<file path="src/hdl/memory_bus_with_screen_mirror_defines.svh">
// ----------------------------------------------------------------------------
// Memory bus with screen mirror: assertion macros
// Shared concurrent check forms for the bus block, clocked on clk, off in reset.
// ----------------------------------------------------------------------------
`ifndef MEMORY_BUS_WITH_SCREEN_MIRROR_DEFINES_SVH
`define MEMORY_BUS_WITH_SCREEN_MIRROR_DEFINES_SVH

// Same-cycle implication.
`define MBSM_ASSERT(lbl, ante, cons, msg) \
    lbl: assert property (@(posedge clk) disable iff (!rst_n) (ante) |-> (cons)) \
        else $error(msg);

// Next-cycle implication.
`define MBSM_ASSERT_NEXT(lbl, ante, cons, msg) \
    lbl: assert property (@(posedge clk) disable iff (!rst_n) (ante) |=> (cons)) \
        else $error(msg);

`endif

</file>
<file path="src/hdl/mbsm_pkg.sv">
// ----------------------------------------------------------------------------
// Memory bus with screen mirror: shared package
// Bus access codes, decode addresses, screen info word and code conversion.
// ----------------------------------------------------------------------------
package mbsm_pkg;

    // Access kind
    localparam logic OP_READ  = 1'b0;
    localparam logic OP_WRITE = 1'b1;

    // Fixed decode addresses
    localparam logic [15:0] ADDR_RASTER  = 16'hD012;
    localparam logic [15:0] ADDR_KEYPORT = 16'hDC01;
    localparam logic [15:0] WIN_FIRST    = 16'h0400;
    localparam logic [15:0] WIN_LAST     = 16'h07E7;

    localparam logic [7:0] KEYPORT_DATA = 8'hFF;

    // ASCII codes used by the screen code conversion
    localparam logic [6:0] CH_AT     = 7'h40;
    localparam logic [6:0] CH_BLANK  = 7'h20;
    localparam logic [6:0] CH_LBRACK = 7'h5B;
    localparam logic [6:0] CH_RBRACK = 7'h5D;
    localparam logic [6:0] CH_CARET  = 7'h5E;
    localparam logic [6:0] CH_LESS   = 7'h3C;

    // Source of the read byte
    typedef enum logic [1:0] {
        SRC_NONE,
        SRC_RAM,
        SRC_RASTER,
        SRC_KEYPORT
    } rd_src_t;

    // Screen report for one write
    typedef struct packed {
        logic       valid;
        logic [4:0] row;
        logic [5:0] col;
        logic [6:0] ch;
        logic [5:0] cursor;
    } screen_info_t;

    // Screen code to ASCII; only the low 7 bits of the code count.
    function automatic logic [6:0] to_ascii(input logic [7:0] code);
        logic [6:0] m;
        logic [6:0] res;
        m = code[6:0];
        case (m) inside
            7'd0:            res = CH_AT;
            [7'd1:7'd26]:    res = CH_AT + m;
            7'd27:           res = CH_LBRACK;
            7'd28:           res = CH_BLANK;
            7'd29:           res = CH_RBRACK;
            7'd30:           res = CH_CARET;
            7'd31:           res = CH_LESS;
            [7'd32:7'd63]:   res = m;
            default:         res = CH_BLANK;
        endcase
        return res;
    endfunction

endpackage

</file>
<file path="src/hdl/mbsm_screen_map.sv">
// ----------------------------------------------------------------------------
// Memory bus with screen mirror: screen window mapper
// Two-stage row/column split of a screen write by a constant column count.
// ----------------------------------------------------------------------------
module mbsm_screen_map
    import mbsm_pkg::*;
#(
    parameter int SCREEN_COLS = 40
)
(
    input  logic         clk,
    input  logic         accept,
    input  logic         opcode,
    input  logic [15:0]  address,
    input  logic [7:0]   write_data,
    output screen_info_t info
);

    // Reciprocal of the column count, scaled by 2^16; quotient estimate is
    // low by at most one.
    localparam logic [16:0] RECIP = 17'(65536 / SCREEN_COLS);
    localparam logic [7:0]  COLS  = 8'(SCREEN_COLS);

    logic        in_win;
    logic [9:0]  offset;
    logic [26:0] prod;

    logic        in_win_reg;
    logic [9:0]  offset_reg;
    logic [9:0]  quot_est_reg;
    logic [6:0]  ch_reg;

    logic [17:0] back_prod;
    logic [17:0] rem_wide;
    logic [8:0]  rem;
    logic        fix;
    logic [7:0]  col_full;
    logic [9:0]  row_full;

    assign in_win = (opcode == OP_WRITE) && (address >= WIN_FIRST) && (address <= WIN_LAST);
    assign offset = 10'(address - WIN_FIRST);
    assign prod   = 27'(offset) * 27'(RECIP);

    always_ff @(posedge clk)
    begin
        if (accept)
        begin
            in_win_reg   <= in_win;
            offset_reg   <= offset;
            quot_est_reg <= prod[25:16];
            ch_reg       <= to_ascii(write_data);
        end
    end

    // Correct the estimate: one compare and subtract.
    assign back_prod = 18'(quot_est_reg) * 18'(COLS);
    assign rem_wide  = 18'(offset_reg) - back_prod;
    assign rem       = rem_wide[8:0];
    assign fix       = (rem >= 9'(COLS));
    assign col_full  = fix ? 8'(rem - 9'(COLS)) : rem[7:0];
    assign row_full  = quot_est_reg + 10'(fix);

    always_comb
    begin
        info = '0;
        if (in_win_reg)
        begin
            info.valid  = 1'b1;
            info.row    = row_full[4:0];
            info.col    = col_full[5:0];
            info.ch     = ch_reg;
            info.cursor = 6'(col_full + 8'd1);
        end
    end

endmodule

</file>
<file path="config.mk">
export PLATFORM = sky130hd
export DESIGN_NAME = mbsm_screen_map
export DESIGN_NICKNAME = d
export VERILOG_FILES = /design/src/hdl/memory_bus_with_screen_mirror_defines.svh /design/src/hdl/mbsm_pkg.sv /design/src/hdl/mbsm_screen_map.sv
export SDC_FILE = /design/constraint.sdc
export NUM_CORES = 1
export LEC_CHECK = 0
export BUFFER_PORTS_ARGS = -buffer_cell sky130_fd_sc_hd__buf_2
export CAP_MARGIN = 5
export CORE_MARGIN = 4
export CORE_UTILIZATION = 55
export CTS_CLUSTER_DIAMETER = 40
export DETAILED_ROUTE_END_ITERATION = 7
export PLACE_DENSITY_LB_ADDON = 0.2
export SLEW_MARGIN = 20
export SYNTH_ARGS = -nofsm -noshare
export SYNTH_HDL_FRONTEND = slang
export SYNTH_SLANG_ARGS = --single-unit
export TNS_END_PERCENT = 1
</file>
<file path="constraint.sdc">
create_clock -name clk -period 5.8 [get_ports clk]
set_input_delay 0.58 -clock clk [delete_from_list [all_inputs] [get_ports clk]]
set_output_delay 0.58 -clock clk [all_outputs]
set_load 0.02 [all_outputs]
</file>
==> run_results.csv, run 1 <==
group,metric,value,unit
route,drt-initial-drc-count,101,
cells_and_area,largest_reg_flops,9,
route,wl_per_cell,13.2,microns
die,num_rows,28,
job,maxCapViolations,0,
critical_path,cp.required,5.81,ns
die,die_h,86.2,microns
sta,setup-tns-final,0,ns
sta,fmax,213,MHz
pwr,power.leakage,1.97,nW
place,hpwlAfterDp,5.67,mm
synthesis,syn-num-nets,485,
cells_and_area,num_antenna_cells,0,
critical_path,path_delay_family,"adder cells",
sta,period_needed,4.70,ns
pwr,vdd_ir_drop_max,558,uV
critical_path,slowest_delay,0.53,ns
cts,clk_pin_slew_worst_paths,0.08,ns
sta,worst_slack,1.10,ns
die,io_pins,52,
sta,holdWs,0.584,ns
sta,slew_headroom,57.2,%
synthesis,yosysUniqueCellTypes,36,
global_routing,grt_pass1_vias,2481,
cts,cts_root_buffer,"clkbuf_8",
route,remaining_drc_errors,0,
critical_path,critPathArrivalTime,4.71,ns
place,gp_congestion,0.862,
cts,hold_buffers,0,
place,io_buffers,50,
critical_path,slowest_stage,"fa_1",
cells_and_area,final_cell_mix,"ha_1, inv_1, buf_2",
cts,htreeDepth,1,
sta,slew_violations,0,
synthesis,synth_top_area_share,32.8,%
critical_path,cp_num_buf_inv,6,
cells_and_area,area_delta_synth_final,11.8,%
cells_and_area,final_util,63.5,%
sta,rsz0062_at_grt,"no",
route,ant_nets,0,
die,start_util,56.8,%
worst_hold_path,holdPathEnd,"offset_reg[2]$_DFFE_PP_",
sta,worst_pin_slew,0.638,ns
route,vias,2486,
synthesis,syn_area,3360,sq um
cts,cts_setup_buffers,0,
critical_path,crit_path_end_kind,"flop",
sta,finalCritPeriodShare,81.0,%
global_routing,grt_max_degree,23,
synthesis,syn_inst,349,
cts,cts.path.max_buffers,2,
cts,ctsResizeCount,0,
die,core,5920,sq um
synthesis,ys_top_cells_by_area,"ha_1, edfxtp_1, fa_1",
critical_path,crit_fanout,6,
critical_path,crit_chain,"buf_2 > inv_1 > ha_1 > ha_1 > inv_1 > fa_1 > inv_1 > fa_1 > inv_1 > fa_1 > inv_1 > ha_1 > nor3_1 > nand3_1 > nor2_1 > o31ai_1 > o41a_1 > xnor2_1",
global_routing,overflow,0,
synthesis,synth-seq-cells,22,
global_routing,grt_first_pass_wirelength,10.8,mm
worst_hold_path,hp-class,"in2reg",
global_routing,grtUsageTotal,17.5,%
route,routed_via_density,5.24,
worst_hold_path,hp-start,"address[2]",
global_routing,antenna_found_initial,0,
die,die-area,7430,sq um
route,first_pass_iters,4,
sta,final-setup-viol-count,0,
synthesis,seq_area_frac_synth,19.7,%
place,post-place-ws,0.853,ns
cells_and_area,final_common_cell,"ha_1",
critical_path,crit_top_cell,"inv_1",
cells_and_area,fin_nets,536,
die,die_w,86.2,microns
synthesis,syn_area_per_cell,9.63,sq um
critical_path,cp-start-kind,"primary input",
sta,hold_viol,0,
critical_path,crit_type,"in2reg",
worst_hold_path,hold_depth,1,
synthesis,yosysWarnings,0,
run_status,status,"completed",
cts,cts_made_buffers,3,
cells_and_area,drive_gt1_share,14.5,%
pwr,power_density,453,nW/um^2
cts,cts_tree,"yes",
cts,clkSinkCount,22,
route,drt-total-wl,6.25,mm
synthesis,synth_top_cell_by_area,"ha_1",
[how the worst max path moves through the flow]
stage,cells after the start,slack [ns],startpoint,to
final,18,1.10,address[4],quot_est_reg[4]$_DFFE_PP_
after detailed placement,18,0.85,address[4],quot_est_reg[4]$_DFFE_PP_
after global placement,18,0.90,address[4],quot_est_reg[4]$_DFFE_PP_
after global routing,18,0.95,address[4],quot_est_reg[4]$_DFFE_PP_
after floorplan,15,1.47,address[7],quot_est_reg[4]$_DFFE_PP_
after CTS,18,1.09,address[4],quot_est_reg[4]$_DFFE_PP_
[metrics by stage]
step / total power (W) / instance area [sq um] / std cells
2_1_floorplan: 0.00127 / 3360 / 349
3_3_place_gp: 0.00154 / 3690 / 470
3_5_place_dp: 0.00158 / 3690 / 470
4_1_cts: 0.00173 / 3760 / 474
5_1_grt: 0.00190 / 3760 / 474
6_report: 0.00170 / 3760 / 474
[layer usage]
| metal | up-vias | part of all wire [%] | routed length, microns | track usage [%] |
|---|---|---|---|---|
| li1 | 1291 | - | - | - |
| met3 | 2 | 1.7 | 109 | 0.285 |
| met1 | 1171 | 43 | 2690 | 21.5 |
| met5 | - | 0 | 0 | 0 |
| met4 | 0 | 0.35 | 22 | 2.41 |
| met2 | 22 | 55 | 3430 | 34.7 |
[power breakdown]
part | internal [W] | leakage, nW | switching (W)
clock network | 0.0000920 | 0.0357 | 0.0000450
logic | 0.000557 | 1.72 | 0.000775
registers | 0.000211 | 0.214 | 0.0000233
total | 0.000859 | 1.97 | 0.000843
[cell families (layout without fill, tap and decap cells)]
group | Yosys count | in the layout | synth area share, %
AO/OA/AOI/OAI | 44 | 44 | 8.82
XOR/XNOR | 24 | 24 | 6.25
adder cells (fa/ha/maj) | 109 | 109 | 45.3
buffers and inverters | 69 | 119 | 7.82
flip-flops | 22 | 22 | 19.7
AND/OR/NAND/NOR | 81 | 81 | 12.2
[cells in the mapped netlist (all sizes together)]
cell     instances
or3              2
o41a             1
o21ai            8
nor3            11
a211oi           4
nand2            8
a21boi           1
a311oi           5
o41ai            1
nor2b            2
or4b             1
nor3b            1
edfxtp          22
buf              1
or4              1
ha              88
a21oi           14
nor2            25
inv             65
nand2b           4
o2111ai          1
xor2             9
and2            11
clkbuf           3
or2              1
a2111o           1
o21a             2
a21o             3
nand3            9
xnor2           15
o31ai            3
fa              21
nand4            5
[area by class of cell]
cell class | count | area (sq um)
multi-input cells | 258 | 2440
fillers | 539 | 2160
flip-flops and latches | 22 | 661
repair buffers | 50 | 250
inverters | 65 | 244
well taps | 75 | 93.8
clock buffers | 3 | 41.3
clock inverters | 1 | 30.0
Power figures use the tool's default switching activity.
==> run 2, diff against run 1 <==
clock period = 4.5 ns   (was 5.8 ns; I/O delays follow)
==> run 2 against run 1 <==
Compared with the run above: non-clock buffer count rose by 25; first-iteration DRC count fell by 34%; global-route usage rose by 1.2 points; die area did not move; critical path type unchanged; highest routed layer unchanged.
==> run_results.csv, run 2 (synthesis gave the netlist of run 1 again) <==
group,metric,value,unit
run_status,status,"completed",
critical_path,crit_path_end_kind,"flop",
critical_path,crit_type,"in2reg",
critical_path,cp.required,4.50,ns
pwr,power.leakage,2.08,nW
job,maxCapViolations,0,
global_routing,grt_pass1_vias,2517,
sta,period_needed,4.32,ns
place,hpwlAfterDp,5.99,mm
global_routing,overflow,0,
sta,fmax,232,MHz
critical_path,crit_fanout,4,
route,routed_via_density,5.15,
die,io_pins,52,
critical_path,critPathArrivalTime,4.32,ns
pwr,power_density,568,nW/um^2
cts,cts_setup_buffers,0,
cts,hold_buffers,0,
sta,slew_headroom,67.1,%
cells_and_area,num_antenna_cells,0,
global_routing,grt_busiest_layer,"met2",
cts,clk_pin_slew_worst_paths,0.07,ns
cts,htreeDepth,1,
cells_and_area,final_cell_mix,"ha_1, inv_1, buf_2",
route,ant_nets,0,
global_routing,met2_usage,34.3,%
global_routing,grtUsageTotal,18.7,%
worst_hold_path,hp-class,"in2reg",
worst_hold_path,hold_depth,2,
sta,finalCritPeriodShare,95.9,%
route,first_pass_iters,4,
cts,ctsResizeCount,0,
place,gp_congestion,0.838,
sta,rsz0062_at_grt,"no",
cells_and_area,drive_gt1_share,20.1,%
route,wl_per_cell,13.0,microns
sta,final-setup-viol-count,0,
sta,worst_pin_slew,0.491,ns
global_routing,grt_max_degree,23,
sta,slew_violations,0,
critical_path,crit_chain,"buf_2 > inv_1 > ha_1 > fa_1 > inv_1 > fa_1 > inv_1 > fa_1 > ha_1 > ha_1 > a211oi_1 > o21ai_0 > nand3_1 > o31ai_2 > o41a_1 > xnor2_1",
cells_and_area,fill_cells,495,
global_routing,grt_first_pass_wirelength,11.3,mm
route,drt-initial-drc-count,67,
route,drt-total-wl,6.50,mm
global_routing,antenna_found_initial,0,
pwr,p_total,0.00224,W
die,die_h,86.2,microns
cells_and_area,fin_nets,561,
critical_path,slowest_stage,"fa_1",
route,remaining_drc_errors,0,
pwr,vdd_ir_drop_max,600,uV
die,die-area,7430,sq um
cts,cts_tree,"yes",
critical_path,slowest_delay,0.55,ns
critical_path,cp-start-kind,"primary input",
sta,hold_viol,0,
die,num_rows,28,
global_routing,use_met3,0.951,%
cts,cts.path.max_buffers,2,
cts,cts_root_buffer,"clkbuf_8",
cells_and_area,final_common_cell,"ha_1",
global_routing,met1_usage,24.5,%
cells_and_area,largest_reg_flops,9,
die,start_util,56.8,%
sta,setup-tns-final,0,ns
route,vias,2566,
cells_and_area,area_delta_synth_final,17.0,%
cts,clkSinkCount,22,
cts,cts_made_buffers,3,
die,core,5920,sq um
die,die_w,86.2,microns
place,io_buffers,50,
==> run 2: path summary, 6_finish.rpt <==
path | start | end
setup / recovery | address[7] | quot_est_reg[4]$_DFFE_PP_
hold / removal | address[2] | offset_reg[2]$_DFFE_PP_
==> run 2: per-layer routing <==
layer,wire [microns],vias to the layer above
li1,-,1339
met1,2850,1183
met2,3430,38
met3,162,6
met4,57,0
met5,0,-
==> run 2: cell type report <==
| type | count | area (sq um) | area share (%) |
|---|---|---|---|
| inverters | 65 | 244 | 6.20 |
| well taps | 75 | 93.8 | 2.39 |
| clock buffers | 3 | 41.3 | 1.05 |
| flip-flops and latches | 22 | 661 | 16.8 |
| multi-input cells | 258 | 2450 | 62.4 |
| repair buffers | 75 | 438 | 11.1 |
==> run 2: report_power, final <==
| part | internal [W] | switching, W | leakage [nW] |
|---|---|---|---|
| Sequential | 0.000272 | 0.0000297 | 0.214 |
| Clock | 0.0000594 | 0.0000520 | 0.0216 |
| Combinational | 0.000780 | 0.00104 | 1.85 |
==> run 2: worst max-delay path, delay by kind of cell <==
kind	cells	cell delay [ns]
xor gates and xnor gates	1	0.14
buffers and inverters	4	0.25
AOI/OAI and AO/OA	4	0.86
adders and majority gates	6	2.49
and+or+nand+nor	1	0.13
==> run 2: per-stage QoR <==
step / cell area (sq um) / std cells / utilization (%) / worst slack (ns) / hold slack (ns)
2_1_floorplan: 3360 / 349 / - / 0.298 / 0.549
3_3_place_gp: 3870 / 495 / 65.4 / -0.0780 / 0.766
3_5_place_dp: 3870 / 495 / 65.4 / -0.104 / 0.772
4_1_cts: 3920 / 498 / 66.1 / 0.106 / 0.507
5_1_grt: 3930 / 498 / 66.4 / 0.00613 / 0.514
6_report: 3930 / 498 / 66.4 / 0.184 / 0.513
==> run 3, diff against run 2 <==
GPL_TIMING_DRIVEN = 0   (was default)
clock period = 5.5 ns   (was 4.5 ns; I/O delays follow)
==> run 3 against run 2 <==
Compared with the run above: hold slack gained 0.026 ns; flip-flop and latch count is the same; sequential power shrank 19%; setup slack gained 0.66 ns; highest routed layer unchanged; sequential share of layout area grew 0.69 points; final cell count shrank 4.0%.
==> run_results.csv, run 3 (synthesis gave the netlist of run 1 again) <==
group,metric,value,unit
pwr,clockPowerShare,8.0,%
sta,setup-tns-final,0,ns
global_routing,use_met3,0.475,%
critical_path,crit_top_cell,"inv_1",
place,hpwlAfterDp,5.51,mm
die,core,5920,sq um
global_routing,grt_first_pass_wirelength,10.7,mm
run_status,status,"completed",
pwr,p_seq_share,13.6,%
route,ant_nets,0,
route,first_pass_iters,4,
sta,period_needed,4.65,ns
sta,worst_pin_slew,0.690,ns
place,io_buffers,50,
global_routing,grtUsageTotal,17.7,%
route,drt-total-wl,6.12,mm
route,vias,2495,
cts,cts_tree,"yes",
critical_path,crit_fanout,6,
critical_path,critPathArrivalTime,4.66,ns
die,start_util,56.8,%
pwr,intPower,0.000905,W
die,num_rows,28,
cts,clkSinkCount,22,
route,remaining_drc_errors,0,
global_routing,antenna_found_initial,0,
cts,clk_pin_slew_worst_paths,0.08,ns
global_routing,overflow,0,
global_routing,met1_usage,22.3,%
job,maxCapViolations,0,
sta,rsz0062_at_grt,"no",
cells_and_area,finalInstanceArea,3780,sq um
sta,slew_headroom,53.7,%
cells_and_area,final_cell_mix,"ha_1, inv_1, buf_2",
cells_and_area,area_delta_synth_final,12.4,%
critical_path,crit_type,"in2reg",
cts,hold_buffers,0,
critical_path,slowest_delay,0.55,ns
critical_path,slowest_stage,"fa_1",
worst_hold_path,hold_depth,1,
global_routing,grt_max_degree,23,
cts,ctsResizeCount,0,
cts,cts_root_buffer,"clkbuf_8",
pwr,vdd_ir_drop_max,465,uV
worst_hold_path,holdPathEnd,"offset_reg[1]$_DFFE_PP_",
sta,slew_violations,0,
sta,final-setup-viol-count,0,
die,io_pins,52,
critical_path,crit_path_end_kind,"flop",
cells_and_area,num_antenna_cells,0,
critical_path,crit_chain,"buf_2 > inv_1 > ha_1 > ha_1 > inv_1 > fa_1 > inv_1 > fa_1 > inv_1 > fa_1 > inv_1 > ha_1 > nor3_1 > nand3_1 > nor2_1 > o31ai_1 > o41a_1 > xnor2_1",
cells_and_area,drive_gt1_share,14.6,%
cells_and_area,final_common_cell,"ha_1",
sta,finalCritPeriodShare,84.6,%
pwr,power.leakage,1.98,nW
cts,htreeDepth,1,
critical_path,cp.required,5.50,ns
cts,cts.path.max_buffers,2,
place,placed_area,3710,sq um
route,drt-initial-drc-count,93,
cts,cts_setup_buffers,0,
route,wl_per_cell,12.8,microns
pwr,power_density,477,nW/um^2
worst_hold_path,hp-class,"in2reg",
global_routing,grt_busiest_layer,"met2",
critical_path,cp-start-kind,"primary input",
sta,holdWs,0.540,ns
die,die-area,7430,sq um
cells_and_area,fin_nets,540,
cts,cts_made_buffers,3,
cells_and_area,largest_reg_flops,9,
pwr,switching_share,49.8,%
die,die_w,86.2,microns
pwr,power.switching,0.000899,W
pwr,pwr-share-comb,78.4,%
global_routing,met2_usage,33.8,%
global_routing,grt_pass1_vias,2439,
route,routed_via_density,5.22,
sta,fmax,215,MHz
sta,hold_viol,0,
worst_hold_path,hp-start,"address[1]",
place,gp_congestion,0.895,
die,die_h,86.2,microns
[run 3: routing by layer]
metal  up-vias  part of all wire [%]
li1       1295                     -
met1      1168                    44
met2        30                    53
met3         2                   2.1
met4         0                  0.52
met5         -                     0
[run 3: through the flow]
step           total power, W  instances  setup WS (ns)  util (%)
2_1_floorplan         0.00134        349           1.20         -
3_3_place_gp          0.00163        474          0.606      62.6
3_5_place_dp          0.00167        474          0.552      62.6
4_1_cts               0.00182        478          0.804      63.8
5_1_grt               0.00203        478          0.618      63.8
6_report              0.00180        478          0.847      63.8
[run 3: layout make-up]
type | count | area, sq um
plain buffers | 4 | 18.8
clock buffers | 3 | 41.3
clock inverters | 1 | 30.0
fillers | 511 | 2140
inverters | 65 | 244
multi-input cells | 258 | 2440
flip-flops and latches | 22 | 661
well taps | 75 | 93.8
repair buffers | 50 | 250
[run 3: critical path: cells and delay by family]
family                   cells  cell delay (ns)
AO/OA/AOI/OAI                2             0.56
XOR/XNOR                     1             0.15
adder cells (fa/ha/maj)      6             2.44
buffers and inverters        6             0.46
AND/OR/NAND/NOR              3             0.49
[run 3: power by group through the flow]
stage	clock network (W)	logic (W)	registers, W
6_report	0.000144	0.00141	0.000246
5_1_grt	0.000155	0.00162	0.000250
4_1_cts	0.000146	0.00142	0.000246
3_5_place_dp	0	0.00142	0.000250
3_3_place_gp	0	0.00138	0.000250
2_1_floorplan	0	0.00110	0.000243
[run 3: how the worst max path moves through the flow]
| stage | from | end | slack [ns] | depth (start not counted) |
|---|---|---|---|---|
| after floorplan | address[7] | quot_est_reg[4]$_DFFE_PP_ | 1.20 | 15 |
| after global placement | address[4] | quot_est_reg[4]$_DFFE_PP_ | 0.61 | 18 |
| after detailed placement | address[4] | quot_est_reg[4]$_DFFE_PP_ | 0.55 | 18 |
| after CTS | address[4] | quot_est_reg[4]$_DFFE_PP_ | 0.80 | 18 |
| after global routing | quot_est_reg[3]$_DFFE_PP_ | info[23] | 0.62 | 15 |
| final | address[4] | quot_est_reg[4]$_DFFE_PP_ | 0.85 | 18 |
